<file path="src/hw/rtl/lkvc_pkg.sv">
// Package for the LRU key-value cache: sizing constants, opcodes and the
// request and response word types. Depends on nothing; used by the
// lru_key_value_cache top level.
package lkvc_pkg;

   // Number of physical slots in the cache.
   localparam int ENTRIES = 8;
   // Slot index width; the age rank of a slot uses the same width.
   localparam int IDX_W   = (ENTRIES > 1) ? $clog2(ENTRIES) : 1;
   // Fill count width, wide enough to hold ENTRIES itself.
   localparam int FILL_W  = $clog2(ENTRIES + 1);
   // Width of the capacity register.
   localparam int CAP_W   = 4;
   // Common width for comparing the capacity register against ENTRIES.
   localparam int CMP_W   = (CAP_W > FILL_W) ? CAP_W : FILL_W;

   // Capacity after reset.
   localparam logic [CAP_W-1:0] ACTIVE_RESET = CAP_W'(8);
   // Value reported when a read does not return stored data.
   localparam logic signed [31:0] MISS_VALUE = -32'sd1;

   typedef enum logic {
      OP_GET = 1'b0,
      OP_PUT = 1'b1
   } opcode_type;

   typedef struct packed {
      opcode_type         opcode;
      logic signed [31:0] lookup_key;
      logic signed [31:0] write_value;
   } req_type;

   typedef struct packed {
      logic               found;
      logic signed [31:0] read_value;
      logic               evicted;
      logic signed [31:0] evicted_key;
   } rsp_type;

endpackage

</file>
<file path="src/hw/rtl/lru_key_value_cache.sv">
// Fully associative key-value cache with least-recently-used replacement.
// A request word accepted into the request register gives its response from the response register.
// Throughput: one request per cycle; busy stays low, the whole lookup and the
// rank update run combinationally between the request and response registers.
// Reset clears valid bits, age ranks and the fill count at once and sets the
// capacity to 8; the receiver cannot stall, each response is shown for one cycle.
// Depends on lkvc_pkg.
module lru_key_value_cache (
   input  logic                            clock,
   input  logic                            reset,
   // Request channel.
   input  logic                            start,
   output logic                            busy,
   input  lkvc_pkg::req_type               req_data,
   // Response channel.
   output logic                            rsp_strobe,
   output lkvc_pkg::rsp_type               rsp_data,
   // Capacity register write channel.
   input  logic                            csr_valid,
   output logic                            csr_ready,
   input  logic [lkvc_pkg::CAP_W-1:0]      csr_data
);

   localparam int ENTRIES = lkvc_pkg::ENTRIES;
   localparam int IDX_W   = lkvc_pkg::IDX_W;
   localparam int FILL_W  = lkvc_pkg::FILL_W;
   localparam int CMP_W   = lkvc_pkg::CMP_W;

   // Registers.
   logic                         req_valid_ff;
   lkvc_pkg::req_type            req_ff;
   logic                         rsp_strobe_ff, rsp_strobe_in;
   lkvc_pkg::rsp_type            rsp_ff, rsp_in;
   logic [lkvc_pkg::CAP_W-1:0]   active_ff;
   logic [ENTRIES-1:0]           slot_valid_ff, slot_valid_in;
   logic [IDX_W-1:0]             slot_rank_ff [ENTRIES];
   logic [IDX_W-1:0]             slot_rank_in [ENTRIES];
   logic signed [31:0]           slot_key_ff [ENTRIES];
   logic signed [31:0]           slot_key_in [ENTRIES];
   logic signed [31:0]           slot_value_ff [ENTRIES];
   logic signed [31:0]           slot_value_in [ENTRIES];
   logic [FILL_W-1:0]            fill_count_ff, fill_count_in;

   // Lookup signals.
   logic [CMP_W-1:0]             cap_wide;
   logic [FILL_W-1:0]            cap;
   logic [ENTRIES-1:0]           hit_vec;
   logic [ENTRIES-1:0]           victim_vec;
   logic                         hit_any;
   logic                         room;
   logic [IDX_W-1:0]             hit_idx;
   logic [IDX_W-1:0]             free_idx;
   logic [IDX_W-1:0]             victim_idx;
   logic [IDX_W-1:0]             tgt_idx;
   logic [IDX_W-1:0]             hit_rank;
   logic [IDX_W-1:0]             oldest_rank;
   logic                         is_put;

   // The cache never holds requests off and always takes a capacity write.
   assign busy      = 1'b0;
   assign csr_ready = 1'b1;

   assign rsp_strobe = rsp_strobe_ff;
   assign rsp_data   = rsp_ff;

   // Clamp the capacity register to the range 1..ENTRIES.
   always_comb begin
      cap_wide = CMP_W'(active_ff);
      if (cap_wide == '0) begin
         cap = FILL_W'(1);
      end else if (cap_wide > CMP_W'(ENTRIES)) begin
         cap = FILL_W'(ENTRIES);
      end else begin
         cap = cap_wide[FILL_W-1:0];
      end
   end

   // Parallel key compare and oldest-slot match across all slots. Valid slots
   // hold distinct ranks 0..fill_count-1, so the oldest has rank fill_count-1.
   assign oldest_rank = IDX_W'(fill_count_ff - FILL_W'(1));
   always_comb begin
      for (int i = 0; i < ENTRIES; i++) begin
         hit_vec[i]    = slot_valid_ff[i] && (slot_key_ff[i] == req_ff.lookup_key);
         victim_vec[i] = slot_valid_ff[i] && (slot_rank_ff[i] == oldest_rank);
      end
   end

   // Priority encoders: the lowest-numbered slot wins.
   always_comb begin
      hit_idx    = '0;
      free_idx   = '0;
      victim_idx = '0;
      for (int i = ENTRIES - 1; i >= 0; i--) begin
         if (hit_vec[i]) begin
            hit_idx = IDX_W'(i);
         end
         if (!slot_valid_ff[i]) begin
            free_idx = IDX_W'(i);
         end
         if (victim_vec[i]) begin
            victim_idx = IDX_W'(i);
         end
      end
   end

   assign hit_any  = |hit_vec;
   assign hit_rank = slot_rank_ff[hit_idx];
   assign room     = (fill_count_ff < cap);
   assign tgt_idx  = room ? free_idx : victim_idx;
   assign is_put   = (req_ff.opcode == lkvc_pkg::OP_PUT);

   // Next state of the slots and the response word.
   always_comb begin
      slot_valid_in = slot_valid_ff;
      fill_count_in = fill_count_ff;
      for (int i = 0; i < ENTRIES; i++) begin
         slot_rank_in[i]  = slot_rank_ff[i];
         slot_key_in[i]   = slot_key_ff[i];
         slot_value_in[i] = slot_value_ff[i];
      end
      rsp_strobe_in       = req_valid_ff;
      rsp_in.found        = hit_any;
      rsp_in.read_value   = lkvc_pkg::MISS_VALUE;
      rsp_in.evicted      = 1'b0;
      rsp_in.evicted_key  = '0;

      if (req_valid_ff) begin
         if (hit_any) begin
            // Hit: entries younger than the hit age by one, the hit becomes newest.
            for (int i = 0; i < ENTRIES; i++) begin
               if (slot_valid_ff[i] && (slot_rank_ff[i] < hit_rank)) begin
                  slot_rank_in[i] = slot_rank_ff[i] + IDX_W'(1);
               end
            end
            slot_rank_in[hit_idx] = '0;
            if (is_put) begin
               slot_value_in[hit_idx] = req_ff.write_value;
            end else begin
               rsp_in.read_value = slot_value_ff[hit_idx];
            end
         end else if (is_put) begin
            // Miss on a put: fill a free slot or replace the oldest entry.
            for (int i = 0; i < ENTRIES; i++) begin
               if (slot_valid_ff[i] && (IDX_W'(i) != tgt_idx)) begin
                  slot_rank_in[i] = slot_rank_ff[i] + IDX_W'(1);
               end
            end
            slot_valid_in[tgt_idx] = 1'b1;
            slot_rank_in[tgt_idx]  = '0;
            slot_key_in[tgt_idx]   = req_ff.lookup_key;
            slot_value_in[tgt_idx] = req_ff.write_value;
            if (room) begin
               fill_count_in = fill_count_ff + FILL_W'(1);
            end else begin
               rsp_in.evicted     = 1'b1;
               rsp_in.evicted_key = slot_key_ff[victim_idx];
            end
         end
      end
   end

   // Control state.
   always_ff @(posedge clock) begin
      if (reset) begin
         req_valid_ff  <= 1'b0;
         rsp_strobe_ff <= 1'b0;
         active_ff     <= lkvc_pkg::ACTIVE_RESET;
         slot_valid_ff <= '0;
         fill_count_ff <= '0;
         for (int i = 0; i < ENTRIES; i++) begin
            slot_rank_ff[i] <= '0;
         end
      end else begin
         req_valid_ff  <= start && !busy;
         rsp_strobe_ff <= rsp_strobe_in;
         if (csr_valid && csr_ready) begin
            active_ff <= csr_data;
         end
         slot_valid_ff <= slot_valid_in;
         fill_count_ff <= fill_count_in;
         for (int i = 0; i < ENTRIES; i++) begin
            slot_rank_ff[i] <= slot_rank_in[i];
         end
      end
   end

   // Payload registers.
   always_ff @(posedge clock) begin
      if (start && !busy) begin
         req_ff <= req_data;
      end
      rsp_ff <= rsp_in;
      for (int i = 0; i < ENTRIES; i++) begin
         slot_key_ff[i]   <= slot_key_in[i];
         slot_value_ff[i] <= slot_value_in[i];
      end
   end

   // The fill count always equals the number of valid slots.
   a_fill_matches_valid: assert property (@(posedge clock) disable iff (reset)
      $countones(slot_valid_ff) == fill_count_ff)
      else $error("fill count differs from number of valid slots");

   // Slots are only ever added, never dropped.
   a_valid_never_drops: assert property (@(posedge clock) disable iff (reset)
      ($past(slot_valid_ff) & ~slot_valid_ff) == '0)
      else $error("a valid slot was cleared");

   // An eviction only comes from a missing key, and never changes the fill count.
   a_evict_is_miss: assert property (@(posedge clock) disable iff (reset)
      rsp_strobe_ff && rsp_ff.evicted |-> !rsp_ff.found && $stable(fill_count_ff))
      else $error("eviction reported on a hit or with a fill count change");

   // No eviction happens while the cache still has room.
   a_evict_when_full: assert property (@(posedge clock) disable iff (reset)
      req_valid_ff && !hit_any && is_put && room |=> !rsp_ff.evicted)
      else $error("eviction while free capacity remained");

endmodule

</file>
<file path="config.mk">
export PLATFORM = sky130hd
export DESIGN_NAME = lru_key_value_cache
export DESIGN_NICKNAME = d
export VERILOG_FILES = /design/src/hw/rtl/lkvc_pkg.sv /design/src/hw/rtl/lru_key_value_cache.sv
export SDC_FILE = /design/constraint.sdc
export NUM_CORES = 1
export LEC_CHECK = 0
export ABC_AREA = 1
export BUFFER_PORTS_ARGS = -buffer_cell sky130_fd_sc_hd__buf_2
export CAP_MARGIN = 15
export CORE_MARGIN = 2
export CORE_UTILIZATION = 33
export CTS_CLUSTER_DIAMETER = 50
export DETAILED_ROUTE_END_ITERATION = 10
export PLACE_DENSITY_LB_ADDON = 0.08
export SETUP_SLACK_MARGIN = 0.3
export SYNTH_ARGS = -nofsm -noshare
export SYNTH_HDL_FRONTEND = slang
export SYNTH_SLANG_ARGS = --single-unit
</file>
<file path="constraint.sdc">
create_clock -name clock -period 4.04 [get_ports clock]
set_input_delay 1.212 -clock clock [delete_from_list [all_inputs] [get_ports clock]]
set_output_delay 1.212 -clock clock [all_outputs]
set_load 0.01 [all_outputs]
</file>
After elaboration in Yosys (flattened, before gate mapping)
Memories as Yosys holds them, arrays and structs flattened. A register that Yosys moved wholly into a read port is not among the register bits.
Index checks and enable logic that the tools add are counted.
{ "word_totals": {"elab_cells": 242, "out_inout_bits": 69, "mem_count": 3, "ramBits": 536, "reg_bits": 117} }
{ "memory_table": {"columns": ["memory", "words", "width", "read_ports", "rd_ports_with_merged_regs", "write_ports", "line_no", "text"], "rows": [
  ["slot_key_ff", 8, 32, 9, 0, 8, "lru_key_value_cache.sv:38", "logic signed [31:0] slot_key_ff [ENTRIES];"],
  ["slot_value_ff", 8, 32, 9, 1, 8, "lru_key_value_cache.sv:40", "logic signed [31:0] slot_value_ff [ENTRIES];"],
  ["slot_rank_ff", 8, 3, 9, 0, 8, "lru_key_value_cache.sv:36", "logic [IDX_W-1:0] slot_rank_ff [ENTRIES];"]
]} }
{ "classes": {"n_addsub": 10, "reduce_logical": 43, "n_mux": 118, "n_eq_ne": 23, "n_lt_le_gt_ge": 16, "bitwise": 18} }
{ "op_table": {"columns": ["op", "n"], "rows": [
  ["256-bit two-way mux", 7],
  ["256-bit bitwise mux", 3],
  ["3-bit two-way mux", 91],
  ["32-bit == test", 8],
  ["32-bit demux with 3-bit select", 2],
  ["24-bit two-way mux", 3],
  ["32-bit two-way mux", 2],
  ["24-bit AND", 2],
  ["24-bit inverter", 2],
  ["1-bit logical AND", 35],
  ["33-bit two-way mux", 1],
  ["3-bit by 1-bit adder with 3-bit output, second input constant", 8],
  ["3-bit == test", 8],
  ["3-bit < comparator", 8],
  ["3-bit demux with 3-bit select", 2],
  ["3-bit inequality test, first input constant", 4],
  ["11-bit OR reduction", 1],
  ["10-bit OR reduction", 1],
  ["4-bit >= comparator, second input constant", 2],
  ["4-bit by 1-bit < comparator with 1-bit output, second input constant", 2],
  ["4-bit two-way mux", 2],
  ["3-bit inverter with 4-bit output", 2],
  ["1-bit OR", 8],
  ["8-bit OR", 1],
  ["other kinds (17)", 23]
]} }

Longest topological paths before layout
Gate-level depths: netlist of run 1.
{ "depth": {"depth_word": 23, "depth_mapped": 30} }

Least setup slack after synthesis of run 1
Ideal clock, no wire load.
{ "synth_path": {"path_kind": "register to register", "startpoint": "register fill_count_ff[0] (netlist name)", "endpoint": "memory slot_value_ff[4][0], enable pin", "arrival_ns": 4.059, "setup_slack_ns": -0.440, "setup_ns": 0.421, "stages_incl_launch_ff": 19, "path_buffers": 2, "cell_sequence": "dfxtp_1 inv_2 ha_1 clkbuf_1 inv_1 o221ai_1 or3_4 nand2_1 nor2_1 nor3_4 nand2_2 o21ai_2 inv_2 nor2_1 nand2_1 nand2_1 o21ai_1 buf_2 nor2_1"} }
{ "synth_rtl": {"columns": ["element", "line_no"], "rows": [
  ["end, declared", "lru_key_value_cache.sv:40"]
]} }

==> results of run 1 <==
layout make-up:
type | count | share of cell area
Timing Repair Buffer | 593 | 0.1174
Inverter | 418 | 0.03569
Sequential cell | 685 | 0.4378
Antenna cell | 1 | 0.00005620
Multi-Input combinational cell | 2407 | 0.2957
Clock inverter | 60 | 0.01436
Tap cell | 1368 | 0.03844
Clock buffer | 126 | 0.06061
critical path, delay by kind of cell, from the launching register on:
kind            cells  cell delay (ps)
fa+ha+maj           1              260
flops               1              500
buf+inv             8             1010
simple gates       15             1870
compound gates      3              250
routing by layer:
| metal | wire length [microns] | vias up | track usage |
|---|---|---|---|
| met3 | 10550 | 239 | 0.04664 |
| met4 | 5324 | 4 | 0.09074 |
| met1 | 66240 | 14430 | 0.3922 |
| li1 | - | 13560 | - |
| met5 | 31 | - | 0 |
| met2 | 65500 | 1157 | 0.4228 |
cell usage in the layout, fill, tap and decap left out, types with 30 or more instances in the layout:
cell type / instances
xnor2_1: 57
clkbuf_16: 106
nand2_2: 85
nor2_4: 43
buf_6: 30
nand4_1: 96
o21ai_0: 167
edfxtp_1: 577
nand2_1: 721
buf_2: 138
a31oi_1: 30
o21ai_1: 39
buf_4: 345
inv_1: 381
nand3_1: 128
a22o_1: 37
dfxtp_1: 106
nor2_1: 444
buf_12: 65
a221oi_1: 31
nor2_2: 55
nor3_1: 37
a21oi_1: 145
path summary, 6_finish.rpt:
path              slack (ps)  cells past startpoint                              end
hold / removal           470                      2          rsp_data[61]$_SDFF_PP1_
setup / recovery          -4                     27  slot_rank_ff[2][0]$_SDFFE_PP0P_
setup reg to reg          -4                     27  slot_rank_ff[2][0]$_SDFFE_PP0P_
hold reg to reg          470                      2          rsp_data[61]$_SDFF_PP1_
registers in the layout, indices dropped and copies added, names as in the netlist:
signal / count
rsp_strobe: 1
slot_value_ff: 256
req_ff: 64
slot_valid_ff: 8
slot_rank_ff: 24
rsp_data: 66
fill_count_ff: 4
is_put: 1
req_valid_ff: 1
active_ff: 4
slot_key_ff: 256
cells by family after synthesis:
| group | after synthesis | share of synthesized area |
|---|---|---|
| AND/OR/NAND/NOR | 1723 | 0.2184 |
| adder cells (fa/ha/maj) | 21 | 0.007780 |
| XOR/XNOR | 93 | 0.02467 |
| AO/OA/AOI/OAI | 565 | 0.1007 |
| buffers and inverters | 579 | 0.07028 |
| multiplexers | 3 | 0.0008892 |
| other | 2 | 0.0002224 |
| flip-flops | 685 | 0.5771 |
power by group:
group,total (mW),internal (mW),switching [mW]
registers,7.86,7.77,0.0954
clock network,8.68,5.18,3.50
logic,1.59,0.545,1.04
total,18.1,13.5,4.64
metrics by stage:
step                      setup TNS (ps)  hold slack (ps)
after global placement             -4648            447.9
after floorplan                        0            425.1
after detailed placement           -4431            443.6
after CTS                              0            471.7
after global routing               -3722            481.5
final                             -7.215            468.6
what timing repair did:
item	CTS	global route
setup endpoints to repair	609	623
pin swaps	41	72
buffers inserted	25	18
resized for setup	151	175
cloned	0	9
==> results.cfg, run 1 <==
[critical_path]
crit_path_top_delay_cell = edfxtp_1
end_kind = register
worstPathMaxFanout = 6
critPathMaxStageDelay_ps = 500
r2r_start = req_ff[45]$_DFFE_PP_
worst_ep_arrival_time_ps = 4610
crit_start = req_ff[45]$_DFFE_PP_
critPathRequiredTime_ps = 4600
startpoint_type = register
critPathKind = register to register

[logic_synthesis]
ys_ff_latch = 685
yosysWarnings = 0
yosys.area.top_type_share = 0.5131
synthTopCellsByCount = 810 x nand2_1, 577 x edfxtp_1, 504 x nor2_1, 400 x inv_1
ys_types = 62
synth_edf_count = 577
synthArstFlopShare = 0
syn_nets = 3765
yosysTopAreaCell = edfxtp_1
avgSynthCellArea_sq_um = 9.199
yosysMostFrequentCell = nand2_1
syn_inst = 3671
synth-main-ff-cell = edfxtp_1
yosysSeqAreaShare = 0.5771
netlist_area_sq_um = 33770
synth_area_leaders = edfxtp_1 51%, nand2_1 9.0%, dfxtp_1 6.4%

[cells_and_area]
final_area_sq_um = 44530
multi_input_area_sq_um = 13170
area_growth_pct = 31.84
regArea_sq_um = 19490
utilization = 0.4383
final_cells = 5658
drive_above_1_share = 0.2567
fillers = 10080
nNetsFinal = 4298

[sta]
slew-limit-headroom = 0.4857
drv_slew = 0
finalCriticalPeriod_ps = 4044
hold_viol = 0
rsz0062_at_grt = yes
fin_crit_sh = 1.001
fin_ws_ps = -3.781
skew_ps = 37.73
worstMarginPinSlew_ps = 771.5
fmax_mhz = 247.3
setup_viol_count_final = 2

[flow_run]
drv_cap = 0

[power_and_ir_drop]
peakVddDrop_v = 0.0003244
p_leak_nw = 18.20
power_density_nw_per_um2 = 407.2
p_total_mw = 18.13

[die]
die_w_microns = 323.9
dieArea_sq_um = 104900
num_rows = 117
coreArea_sq_um = 101600
start_util = 0.3324
boundaryPins = 142
die_h_microns = 323.9

[place]
hpwl_microns = 107500
place_congestion = 1.057
placed_cell_area_sq_um = 39400
port_buffers = 139
place_ws_ps = -210.3
placed_cells = 5419

[clock_tree]
ctsLongestPathBuffers = 3
cts.root.buffer_cell = clkbuf_16
clkTransAtPathRegs_ps = 60
cts_hold_buf = 0
htree_num_levels = 3
tritoncts = built
cts_buffers = 99
cts_sinks = 685
clock_latency_ps = 700

[routing]
route.detailed.drc = 0
vias_per_cell = 5.194
vias = 29390
dr.pass1.iters = 6
avgRoutedWirePerCell_microns = 26.09
wirelength_microns = 147600
ant_nets = 0
drtIter0Drc = 2912

[grt]
grt_max_degree = 92
overflow = 0
grt_pass1_vias = 27890
grtUsageTotal = 0.2750
antenna_found_initial = 5
grt_pass1_wl_microns = 205100

[hold_path]
hp-class = register to register
hold_start = slot_value_ff[0][28]$_DFFE_PP_

[run_status]
status = finished with violations
violations = negative setup slack
Note: power is estimated with default switching activity, not from simulation.
==> run 2, diff against run 1 <==
- ABC_AREA: 1 -> default
==> run 2 against run 1 <==
The flow still finishes with violations (negative setup slack); sequential share of layout area is 0.72 points lower; synthesized cell count is 23% lower; final cell count is 14% lower; area after synthesis is 2.7% lower; final area is 1.7% higher; critical endpoint is now slot_rank_ff[2][1]$_SDFFE_PP0P_; largest power group unchanged; highest routed layer unchanged.
==> results.cfg, run 2 <==
[logic_synthesis]
synthTopCellsByCount = 577 x edfxtp_1, 374 x nand2_1, 223 x xor2_1, 171 x and3_1, 169 x and2_1
avgSynthCellArea_sq_um = 11.64
synth_edf_count = 577
yosysSeqAreaShare = 0.5933
synth-main-ff-cell = edfxtp_1
ys_types = 91
syn_nets = 2917
yosys.area.top_type_share = 0.5275
yosysMostFrequentCell = edfxtp_1
synthArstFlopShare = 0
yosysTopAreaCell = edfxtp_1
syn_inst = 2823
netlist_area_sq_um = 32850
ys_ff_latch = 685
yosysWarnings = 0
synth_area_leaders = edfxtp_1 53%, dfxtp_1 6.6%, xor2_1 5.9%

[clock_tree]
ctsLongestPathBuffers = 3
htree_num_levels = 3
cts.root.buffer_cell = clkbuf_16
clock_latency_ps = 710
cts_buffers = 102
cts_sinks = 685
clkTransAtPathRegs_ps = 60
tritoncts = built
cts_hold_buf = 0

[power_and_ir_drop]
p_leak_nw = 17.33
peakVddDrop_v = 0.0003979
power_density_nw_per_um2 = 416.5

[critical_path]
critPathRequiredTime_ps = 4630
end_kind = register
worst_ep_arrival_time_ps = 5060
critPathKind = register to register
worstPathMaxFanout = 7
startpoint_type = register

[flow_run]
drv_cap = 0

[routing]
avgRoutedWirePerCell_microns = 28.43
route.detailed.drc = 0
drtIter0Drc = 2544
ant_nets = 0
wirelength_microns = 137900
dr.pass1.iters = 6
vias_per_cell = 5.425
vias = 26310

[sta]
whs_ps = 452.1
fin_setup_tns_ps = -11410
worstMarginPinSlew_ps = 808.8
setup_viol_count_final = 131
finalCriticalPeriod_ps = 4472
fin_crit_sh = 1.107
drv_slew = 0
slew-limit-headroom = 0.4590
fmax_mhz = 223.6
hold_viol = 0
rsz0062_at_grt = yes
fin_ws_ps = -432.2
skew_ps = 57.97

[die]
dieArea_sq_um = 102100
die_w_microns = 319.5
boundaryPins = 142
start_util = 0.3333
num_rows = 115
die_h_microns = 319.5
coreArea_sq_um = 98560

[grt]
grt_max_degree = 127
grt_pass1_vias = 25600
antenna_found_initial = 6
grt_pass1_wl_microns = 192200
grtUsageTotal = 0.2617
overflow = 0

[place]
port_buffers = 139
place_congestion = 1.003
hpwl_microns = 97560

[run_status]
status = finished with violations
violations = negative setup slack

[cells_and_area]
area_growth_pct = 37.79
nNetsFinal = 3565
layout_common_cells = 577 x edfxtp_1, 477 x buf_4, 369 x nand2_1, 180 x xor2_1, 165 x and3_1
layout_commonest_cell = edfxtp_1
drive_above_1_share = 0.3317

[hold_path]
hp-class = register to register
[run 2: cell type report]
cell class                      count  area, sq um
Fill cell                        9027        53300
Sequential cell                   685        19490
Multi-Input combinational cell   1904        14090
Timing Repair Buffer              732         6331
Clock buffer                      128         2775
Tap cell                         1287         1610
Clock inverter                     65        779.5
Inverter                           46        182.7
Antenna cell                        2        5.005
[run 2: path summary, 6_finish.rpt]
kind	cells past startpoint	endpoint	slack, ps	from
worst max-delay path	21	slot_rank_ff[2][1]$_SDFFE_PP0P_	-430	req_ff[50]$_DFFE_PP_
worst min-delay path	2	rsp_data[34]$_SDFF_PP1_	450	slot_value_ff[0][1]$_DFFE_PP_
worst min register to register	2	rsp_data[34]$_SDFF_PP1_	450	slot_value_ff[0][1]$_DFFE_PP_
worst max register to register	21	slot_rank_ff[2][1]$_SDFFE_PP0P_	-430	req_ff[50]$_DFFE_PP_
[run 2: worst max-delay path, cell delays in order (launching register included)]
cell and delay (ps):
edfxtp_1 450, buf_6 160, buf_6 120, buf_8 130
xnor2_4 240, nand4_1 140, buf_6 160, nor4_4 230
nand4_1 330, nand2b_1 310, o31ai_4 90, inv_1 90
o22ai_1 80, a222oi_1 340, nand2_1 170, buf_6 190
buf_6 120, ha_4 220, o221ai_2 60, and4b_4 300
or2b_1 230, a41o_1 200
[run 2: logic make-up after synthesis]
logic type      synth area share
compound gates           0.09420
xor+xnor                 0.07572
fa+ha+maj                0.01055
buf+inv                  0.03177
flops                     0.5933
mux                      0.01798
other cells            0.0002286
simple gates              0.1762
[run 2: power by group]
| part | switching [mW] | internal [mW] |
|---|---|---|
| registers | 0.125 | 7.78 |
| clock network | 3.63 | 5.50 |
| logic | 1.09 | 0.726 |
[run 2: what timing repair did]
item / CTS / global route
cloned: 0 / 8
setup buffers: 36 / 48
pin swaps: 68 / 93
gates resized for setup: 140 / 177
endpoints found under the hold margin: 0 / 0
setup endpoints to repair: 816 / 863
[run 2: metrics by stage]
step | util | instances | worst slack [ps] | total power [mW] | instance area [sq um]
after floorplan | - | 2823 | -52.24 | 8.785 | 33300
after CTS | 0.4443 | 4791 | -322.6 | 18.93 | 43790
after detailed placement | 0.3975 | 4562 | -881.9 | 9.691 | 39180
final | 0.4592 | 4849 | -432.2 | 18.85 | 45260
after global placement | 0.3975 | 4562 | -900.1 | 9.687 | 39180
after global routing | 0.4592 | 4847 | -571.9 | 19.43 | 45260
[run 2: routing by layer]
| layer | vias to the layer above | part of all wire | global-route usage |
|---|---|---|---|
| li1 | 11760 | - | - |
| met1 | 13420 | 0.46 | 0.3858 |
| met2 | 924 | 0.44 | 0.4045 |
| met3 | 204 | 0.067 | 0.04236 |
| met4 | 4 | 0.026 | 0.05493 |
| met5 | - | 0.00023 | 0 |
